`src/firc_pkg.sv`:
```
// ----------------------------------------------------------------------------
// FIR filter package
// Widths, default sizes, function codes and the control word that the top
// level hands to each delay-line cell.
// ----------------------------------------------------------------------------
package firc_pkg;

  localparam int DATA_W       = 16;  // sample and coefficient width
  localparam int ACC_W        = 32;  // product and sum width
  localparam int CFG_W        = 6;   // width of the tap count register
  localparam int COEF_IDX_W   = 5;   // width of the coefficient index field
  localparam int MAX_TAPS_DEF = 32;  // default delay line length

  localparam logic [CFG_W-1:0] TAPS_RESET = CFG_W'(32);

  // Function codes carried by the func field of an input word.
  localparam logic FUNC_FILTER = 1'b0;
  localparam logic FUNC_LOAD   = 1'b1;

  // Per-cell control: load takes the new sample, shift takes the neighbour.
  typedef struct packed {
    logic load;
    logic shift;
  } cell_ctrl_t;

endpackage

```
`src/firc_ram.sv`:
```
// ----------------------------------------------------------------------------
// Generic RAM
// One write port and one read port with a registered read.
// ----------------------------------------------------------------------------
module firc_ram #(
  parameter int WIDTH = 16,
  parameter int DEPTH = 32
) (
  input  logic                     clk,
  input  logic                     we,
  input  logic [$clog2(DEPTH)-1:0] waddr,
  input  logic [WIDTH-1:0]         wdata,
  input  logic                     re,
  input  logic [$clog2(DEPTH)-1:0] raddr,
  output logic [WIDTH-1:0]         rdata
);

  logic [WIDTH-1:0] mem [DEPTH];

  always_ff @(posedge clk) begin
    if (we) begin
      mem[waddr] <= wdata;
    end
    if (re) begin
      rdata <= mem[raddr];
    end
  end

endmodule

```
`src/firc_cell.sv`:
```
// ----------------------------------------------------------------------------
// Delay-line cell
// Holds one sample; takes a new sample or its neighbour's value on command.
// ----------------------------------------------------------------------------
module firc_cell (
  input  logic                           clk,
  input  logic                           rst,
  input  firc_pkg::cell_ctrl_t           ctrl,
  input  logic [firc_pkg::DATA_W-1:0]    load_data,
  input  logic [firc_pkg::DATA_W-1:0]    neighbour,
  output logic [firc_pkg::DATA_W-1:0]    value
);

  always_ff @(posedge clk) begin
    if (rst) begin
      value <= '0;
    end else if (ctrl.load) begin
      value <= load_data;
    end else if (ctrl.shift) begin
      value <= neighbour;
    end
  end

endmodule

```
`src/firc_mac.sv`:
```
// ----------------------------------------------------------------------------
// Multiply-accumulate unit
// A registered 16x16 signed product followed by a wrapping 32-bit accumulator.
// ----------------------------------------------------------------------------
module firc_mac (
  input  logic                               clk,
  input  logic                               rst,
  input  logic                               clear,
  input  logic                               mul_en,
  input  logic signed [firc_pkg::DATA_W-1:0] coef,
  input  logic signed [firc_pkg::DATA_W-1:0] sample,
  output logic                               busy,
  output logic signed [firc_pkg::ACC_W-1:0]  acc
);

  logic signed [firc_pkg::ACC_W-1:0] prod_full;
  logic signed [firc_pkg::ACC_W-1:0] prod_q;

  assign prod_full = firc_pkg::ACC_W'(coef) * firc_pkg::ACC_W'(sample);

  always_ff @(posedge clk) begin
    if (mul_en) begin
      prod_q <= prod_full;
    end
  end

  always_ff @(posedge clk) begin
    if (rst) begin
      busy <= 1'b0;
      acc  <= '0;
    end else begin
      busy <= mul_en;
      if (clear) begin
        acc <= '0;
      end else if (busy) begin
        acc <= acc + prod_q;
      end
    end
  end

endmodule

```
`src/fir_filter_circular_unit.sv`:
```
// ----------------------------------------------------------------------------
// FIR filter with circular delay line
// Direct-form FIR filter: a ring of sample cells, a coefficient RAM and one
// multiply-accumulate unit that walks the taps one per cycle.
// ----------------------------------------------------------------------------
//
//  Channel  | Direction | Handshake                | Payload
//  ---------+-----------+--------------------------+-----------------------------
//  config   | in        | cfg_we                   | cfg_wdata (tap count)
//  input    | in        | in_valid / in_stall      | func, sample, coef_index,
//           |           |                          | coef_value
//  output   | out       | out_valid / out_stall    | filtered
//
// A coefficient load word does not stall the input and gives no output word.
// For a sample word the single multiplier sees one tap per cycle; each tap
// passes through the coefficient RAM read stage and the product register
// before it is added to the sum, and the next word is accepted only after
// the result is registered. Reset (synchronous, active high) clears the
// delay line, the write position, the output valid flag and sets the tap
// count to 32; coefficients are not cleared. A stalled output word holds;
// the next word can still be accepted and computed, and its result waits
// in the pipeline until the output is free.
//
// The delay line is a ring of cells. While a sample word is worked on, the
// ring of the first T cells rotates by one position each cycle, so cell 0
// presents every stored sample in turn; after T shifts the ring is back in
// its original order. The coefficient address starts at T-1-pos and steps
// round modulo T alongside it.
// ----------------------------------------------------------------------------
module fir_filter_circular_unit #(
  parameter int MAX_TAPS = firc_pkg::MAX_TAPS_DEF
) (
  input  logic                                  clk,
  input  logic                                  rst,
  // configuration
  input  logic                                  cfg_we,
  input  logic [firc_pkg::CFG_W-1:0]            cfg_wdata,
  // input words
  input  logic                                  in_valid,
  output logic                                  in_stall,
  input  logic                                  func,
  input  logic signed [firc_pkg::DATA_W-1:0]    sample,
  input  logic [firc_pkg::COEF_IDX_W-1:0]       coef_index,
  input  logic signed [firc_pkg::DATA_W-1:0]    coef_value,
  // output words
  output logic                                  out_valid,
  input  logic                                  out_stall,
  output logic signed [firc_pkg::ACC_W-1:0]     filtered
);

  localparam int IDX_W = $clog2(MAX_TAPS);
  localparam int CNT_W = $clog2(MAX_TAPS + 1);
  localparam int DW    = firc_pkg::DATA_W;

  typedef enum logic {
    ST_IDLE,
    ST_RUN
  } state_t;

  // Control registers.
  state_t                   state;
  logic [firc_pkg::CFG_W-1:0] num_taps;
  logic [IDX_W-1:0]         write_pos;
  logic [CNT_W-1:0]         taps_q;
  logic [CNT_W-1:0]         issue_cnt;
  logic [IDX_W-1:0]         caddr;
  logic                     rd_v;

  // Payload registers.
  logic [DW-1:0]            head_q;

  // Combinational helpers.
  logic                     accept;
  logic                     acc_sample;
  logic                     acc_load;
  logic                     load_ok;
  logic [CNT_W-1:0]         taps_eff;
  logic [IDX_W-1:0]         pos_eff;
  logic [CNT_W-1:0]         pos_inc;
  logic [IDX_W-1:0]         pos_next;
  logic [IDX_W-1:0]         caddr_start;
  logic [CNT_W-1:0]         caddr_inc;
  logic [IDX_W-1:0]         caddr_next;
  logic                     issuing;
  logic                     drained;
  logic                     out_free;
  logic                     done;

  logic [DW-1:0]            ram_rdata;
  logic                     mac_busy;
  logic signed [firc_pkg::ACC_W-1:0] mac_acc;

  logic [DW-1:0]            cell_q [MAX_TAPS];

  assign in_stall   = (state != ST_IDLE);
  assign accept     = in_valid && !in_stall;
  assign acc_sample = accept && (func == firc_pkg::FUNC_FILTER);
  assign acc_load   = accept && (func == firc_pkg::FUNC_LOAD);
  assign load_ok    = 32'(coef_index) < 32'(MAX_TAPS);

  // Effective tap count: zero acts as one, anything above the line length
  // acts as the full line.
  always_comb begin
    if (num_taps == '0) begin
      taps_eff = CNT_W'(1);
    end else if (32'(num_taps) > 32'(MAX_TAPS)) begin
      taps_eff = CNT_W'(MAX_TAPS);
    end else begin
      taps_eff = CNT_W'(num_taps);
    end
  end

  // If the tap count shrank to or below the write position, writing restarts at 0.
  always_comb begin
    pos_eff     = (CNT_W'(write_pos) >= taps_eff) ? '0 : write_pos;
    pos_inc     = CNT_W'(pos_eff) + CNT_W'(1);
    pos_next    = (pos_inc >= taps_eff) ? '0 : IDX_W'(pos_inc);
    caddr_start = IDX_W'(taps_eff - CNT_W'(1) - CNT_W'(pos_eff));
    caddr_inc   = CNT_W'(caddr) + CNT_W'(1);
    caddr_next  = (caddr_inc >= taps_q) ? '0 : IDX_W'(caddr_inc);
  end

  assign issuing  = (state == ST_RUN) && (issue_cnt < taps_q);
  assign drained  = (issue_cnt == taps_q) && !rd_v && !mac_busy;
  assign out_free = !out_valid || !out_stall;
  // The sum is complete and the output register can take it.
  assign done     = (state == ST_RUN) && drained && out_free;

  // Control sequence and output register.
  always_ff @(posedge clk) begin
    if (rst) begin
      state     <= ST_IDLE;
      num_taps  <= firc_pkg::TAPS_RESET;
      write_pos <= '0;
      taps_q    <= CNT_W'(1);
      issue_cnt <= '0;
      caddr     <= '0;
      rd_v      <= 1'b0;
      out_valid <= 1'b0;
    end else begin
      if (cfg_we) begin
        num_taps <= cfg_wdata;
      end
      rd_v <= issuing;
      // A new result replaces the old word in the same cycle it is taken.
      if (done) begin
        out_valid <= 1'b1;
      end else if (!out_stall) begin
        out_valid <= 1'b0;
      end
      unique case (state)
        ST_IDLE: begin
          if (acc_sample) begin
            write_pos <= pos_next;
            taps_q    <= taps_eff;
            issue_cnt <= '0;
            caddr     <= caddr_start;
            state     <= ST_RUN;
          end
        end
        ST_RUN: begin
          if (issuing) begin
            issue_cnt <= issue_cnt + CNT_W'(1);
            caddr     <= caddr_next;
          end
          if (done) begin
            state <= ST_IDLE;
          end
        end
        default: begin
          state <= ST_IDLE;
        end
      endcase
    end
  end

  always_ff @(posedge clk) begin
    if (done) begin
      filtered <= mac_acc;
    end
    if (issuing) begin
      head_q <= cell_q[0];
    end
  end

  // Coefficient table.
  firc_ram #(
    .WIDTH (DW),
    .DEPTH (MAX_TAPS)
  ) u_coef_ram (
    .clk   (clk),
    .we    (acc_load && load_ok),
    .waddr (IDX_W'(coef_index)),
    .wdata (coef_value),
    .re    (issuing),
    .raddr (caddr),
    .rdata (ram_rdata)
  );

  // Ring of delay-line cells. Cell T-1 takes its value from cell 0; cells at
  // or beyond T keep their contents.
  for (genvar i = 0; i < MAX_TAPS; i++) begin : g_cell
    localparam int NEXT = (i + 1) % MAX_TAPS;
    firc_pkg::cell_ctrl_t ctrl;
    logic [DW-1:0]        nb;

    assign ctrl.load  = acc_sample && (pos_eff == IDX_W'(i));
    assign ctrl.shift = issuing && (CNT_W'(i) < taps_q);
    assign nb         = (CNT_W'(i) == taps_q - CNT_W'(1)) ? cell_q[0] : cell_q[NEXT];

    firc_cell u_cell (
      .clk       (clk),
      .rst       (rst),
      .ctrl      (ctrl),
      .load_data (sample),
      .neighbour (nb),
      .value     (cell_q[i])
    );
  end

  firc_mac u_mac (
    .clk    (clk),
    .rst    (rst),
    .clear  (acc_sample),
    .mul_en (rd_v),
    .coef   ($signed(ram_rdata)),
    .sample ($signed(head_q)),
    .busy   (mac_busy),
    .acc    (mac_acc)
  );

endmodule

```
`config.mk`:
```
export PLATFORM = sky130hd
export DESIGN_NAME = fir_filter_circular_unit
export DESIGN_NICKNAME = d
export VERILOG_FILES = /design/src/firc_pkg.sv /design/src/firc_ram.sv /design/src/firc_cell.sv /design/src/firc_mac.sv /design/src/fir_filter_circular_unit.sv
export SDC_FILE = /design/constraint.sdc
export NUM_CORES = 2
export LEC_CHECK = 0
export BUFFER_PORTS_ARGS = -buffer_cell sky130_fd_sc_hd__buf_2
export CAP_MARGIN = 20
export CORE_MARGIN = 1
export CORE_UTILIZATION = 25
export DETAILED_ROUTE_END_ITERATION = 8
export GPL_ROUTABILITY_DRIVEN = 0
export PLACE_DENSITY = 0.45
export SYNTH_ARGS = -nofsm -noshare
export SYNTH_HDL_FRONTEND = slang
export SYNTH_SLANG_ARGS = --single-unit
export TNS_END_PERCENT = 5
```
`constraint.sdc`:
```
create_clock -name clk -period 13.45 [get_ports clk]
set_input_delay 2.69 -clock clk [delete_from_list [all_inputs] [get_ports clk]]
set_output_delay 2.69 -clock clk [all_outputs]
set_load 0.02 [all_outputs]
```
==> results.md <==
* Status: finished clean
* CTS buffer count at 139
* Post-CTS resize count at 0
* Post-synth EDFFs at 608
* CP max-delay cell: edfxtp_1
* Post-route met1 wirelength at 92300 um
* Shortest period the worst path allows at 6.82 ns
* Vias in the first global route at 46.4k
* Final WS setup at 6.63 ns
* Finished Layout Cells at 9415
* Setup Slack @ Placement at 6.62 ns
* Syn Area/Cell at 10.8 sq um
* Cell family with most CP delay: adder cells
* Final core utilization at 0.286
* Routed WL per cell at 21.7 um
* Leading cell type by number of instances after synthesis: nand2_1
* Share of the synthesized area in the top cell type at 0.283
* Clk pwr share at 0.285
* CTS Buffer Depth at 3
* Max incr delay on CP at 0.74 ns
* Switching Power at 4.77 mW
* Iteration-0 DRC Markers at 3549
* Most area-consuming cells after synthesis: edfxtp_1 (28%), dfxtp_1 (18%), fa_1 (8.2%)
* DP Area at 68700 sq um
* Main combinational cell family by area after synthesis: multiplexers
* Placed cell count at 9149
* Clk Latency, worst-skew pair at 0.81 ns
* Max Cap Violations at 0
* Synthesized area at 64500 sq um
* Compound-Gate Fraction of Synth Area at 0.114
* Synth Area in Adders at 0.111
* DR pass1 iterations at 6
* Design area at 73500 sq um
* Total Neg Setup Slack at 0 ns
* Peak supply drop at 0.324 mV
* Worst reg2reg path depth at 23
* Via count at 45.9k
* Critical path type: flip-flop to flip-flop
* Worst endpoint required time at 14.10 ns
* First-pass GRT wire length at 305000 um
* Post-synth ARST share at 0
* H-tree Lvls at 4
* Share of cells above drive strength 1 at 0.131
* RSZ-0062 raised after global routing: false
* WHS Path Cells at 2
* Die area at 260000 sq um
* Top cell by count, worst path: fa_1
* Synth top cells by count: nand2_1 (872), edfxtp_1 (608), dfxtp_1 (576)
* I/O Pins at 83
* Worst Tran Pin Value at 1.18 ns
* Sequential fraction of the synthesis area at 0.462
* Fmax at 147 MHz
* Hold Crit Class: flip-flop to flip-flop
* Total length of routed wires at 204000 um
* # Post-CTS Setup Buffers at 0
* Register bit total from synthesis at 1184
* Net Sw Frac at 0.354
* Total gr overflow at 0
* Cells along the critical path: nand2_1 > inv_1 > fa_1 > inv_1 > fa_1 > fa_1 > inv_1 > fa_1 > fa_1 > inv_1 > fa_1 > inv_1 > ha_1 > a21o_1 > a21o_1 > a21oi_1 > o21a_1 > o31a_1 > a21boi_0 > o21ai_0 > a21boi_0 > or4b_2 > nand4_1
* Hold Vio Cnt, Final at 0
* Tot Pwr at 13.5 mW
* Initial Utilization at 0.251
* Flop pwr share at 0.315
* Largest net degree at the start of global routing at 108
* Hold slack final at 0.452 ns
* PwrDens at 183 nW/um^2
* Buf+Inv Stages, Crit Path at 5
* Worst R2R End: u_mac.prod_q[25]
* Int Pwr at 8.71 mW
* Top routing layer in use: met5
* Worst Setup SP: head_q[1]
* Core Rows at 186
* CTS tree: yes
* CTS hold repair buffers at 0
* Netlist cell types at 87
* Setup violators final at 0
* Most used flip-flop cell after synthesis: edfxtp_1
* R2R setup slack at 6.63 ns
* WP data arrival at 7.47 ns
* Ys Warns at 0
* ANT nets after route at 0
* Comb pwr share at 0.400
* Synth Area in XOR/XNOR at 0.00978
* P&R area growth vs syn at 14.0%
* Clock root buffer: clkbuf_16
* Slew HR at 0.212
* Final-report max-slew violation count at 0
* All-Layer GR Usage at 0.155
* Levels on crit path at 23
* CP Max Fanout at 16
* Routed wl met2 at 97400 um
* Hold EP: g_cell[6].u_cell.value[4]
* Initial antenna violation count at 11
* DPL Wire Length at 131000 um
* Cells after Synth at 5993
* Final Cycle Share at 0.507
* Vias/cell at 4.87
* Nets at 6377
* Worst setup SP type: flip-flop
* Number of fill cells at 26.6k
* Die Span Y at 510 um
* Die width at 510 um
* Critical Path End Type: flip-flop
* DR DRC count at 0
* P_leak at 26.7 nW
* Clock skew at 0.0603 ns
* Metal3 WL at 8890 um
* Core ar. at 257000 sq um
* Multi-input logic area at 31900 sq um
* RR Startpoint: head_q[1]
* Hold path start: g_cell[6].u_cell.value[4]
* Mux cell area share after synthesis at 0.142
* Synth Net Count at 6454
* Storage element area at 29800 sq um
* CTS clk-pin slew, worst paths at 0.06 ns
* CTS sink cnt at 1184
* Yosys top cell by area: edfxtp_1
* Simple-Gate Fraction of Synth Area at 0.116
* # port buffers at 82
[sequential cells by signal, summed over array words and instances (netlist names)]
register	count
caddr	5
filtered	32
g_cell.u_cell.value	512
head_q	16
in_stall	1
issue_cnt	6
num_taps	6
out_valid	1
rd_v	1
taps_q	6
u_coef_ram.mem	512
u_coef_ram.rdata	16
u_mac.acc	32
u_mac.busy	1
u_mac.prod_q	32
write_pos	5
[tightest hold or removal path: stages (launching register included)]
cell and delay [ns]:
dfxtp_1 0.30, nand2_1 0.05, a21oi_1 0.05
[final cells by class]
class / instances / share of cell area
multi-input combinational: 4038 / 0.434
sequential: 1184 / 0.406
tap: 3384 / 0.0576
clock buffer: 197 / 0.0533
timing repair buffer: 240 / 0.0239
inverter: 313 / 0.0160
clock inverter: 54 / 0.00957
antenna: 5 / 0.000170
[power by group through the flow]
stage | sequential (mW) | clock, mW | combinational (mW)
after floorplan | 4.26 | 0 | 4.11
after global placement | 4.33 | 0 | 5.41
after detailed placement | 4.33 | 0 | 5.43
after CTS | 4.25 | 3.95 | 5.47
after global routing | 4.26 | 4.08 | 6.10
final | 4.25 | 3.84 | 5.39
[metal layers]
layer	up-vias	GRT usage
met5	-	0
met4	12	0.0454
met3	290	0.0208
met2	1077	0.257
met1	23400	0.210
li1	21100	-
[how the worst max path moves through the flow]
stage / slack [ns] / end
finish: 6.63 / u_mac.prod_q[25]
global route: 6.22 / u_mac.prod_q[31]
CTS: 6.62 / u_mac.prod_q[25]
detailed placement: 6.62 / u_mac.prod_q[25]
global placement: 6.78 / u_mac.prod_q[25]
floorplan: 7.23 / u_mac.prod_q[25]
[logic make-up after synthesis]
group           count (synthesis)
flops                        1184
simple gates                 1743
fa+ha+maj                     412
xor+xnor                       72
mux                           704
buf+inv                       771
compound gates               1107
[layout by cell type, fill, tap and decap left out, types with 20 or more instances in the layout]
cell | synthesis | routed
nand2_1 | 872 | 871
edfxtp_1 | 608 | 608
dfxtp_1 | 576 | 554
nor2_1 | 511 | 476
mux2i_1 | 476 | 476
a21oi_1 | 463 | 456
inv_1 | 309 | 308
o211ai_1 | 289 | 289
fa_1 | 264 | 264
mux4_2 | 160 | 160
ha_1 | 148 | 148
clkbuf_16 | 0 | 142
buf_4 | 3 | 140
and2_1 | 135 | 135
a221oi_1 | 107 | 107
buf_2 | 73 | 82
nand3_1 | 65 | 65
a211oi_1 | 63 | 62
mux2_2 | 60 | 60
xnor2_1 | 44 | 44
nor2_2 | 7 | 42
o21ai_0 | 42 | 41
a21o_1 | 40 | 40
clkbuf_1 | 357 | 39
xor2_1 | 28 | 28
nand2b_1 | 25 | 25
nor3_1 | 21 | 20
a22oi_1 | 20 | 20
dfxtp_2 | 0 | 20
Note: power is estimated with default switching activity, not from simulation.
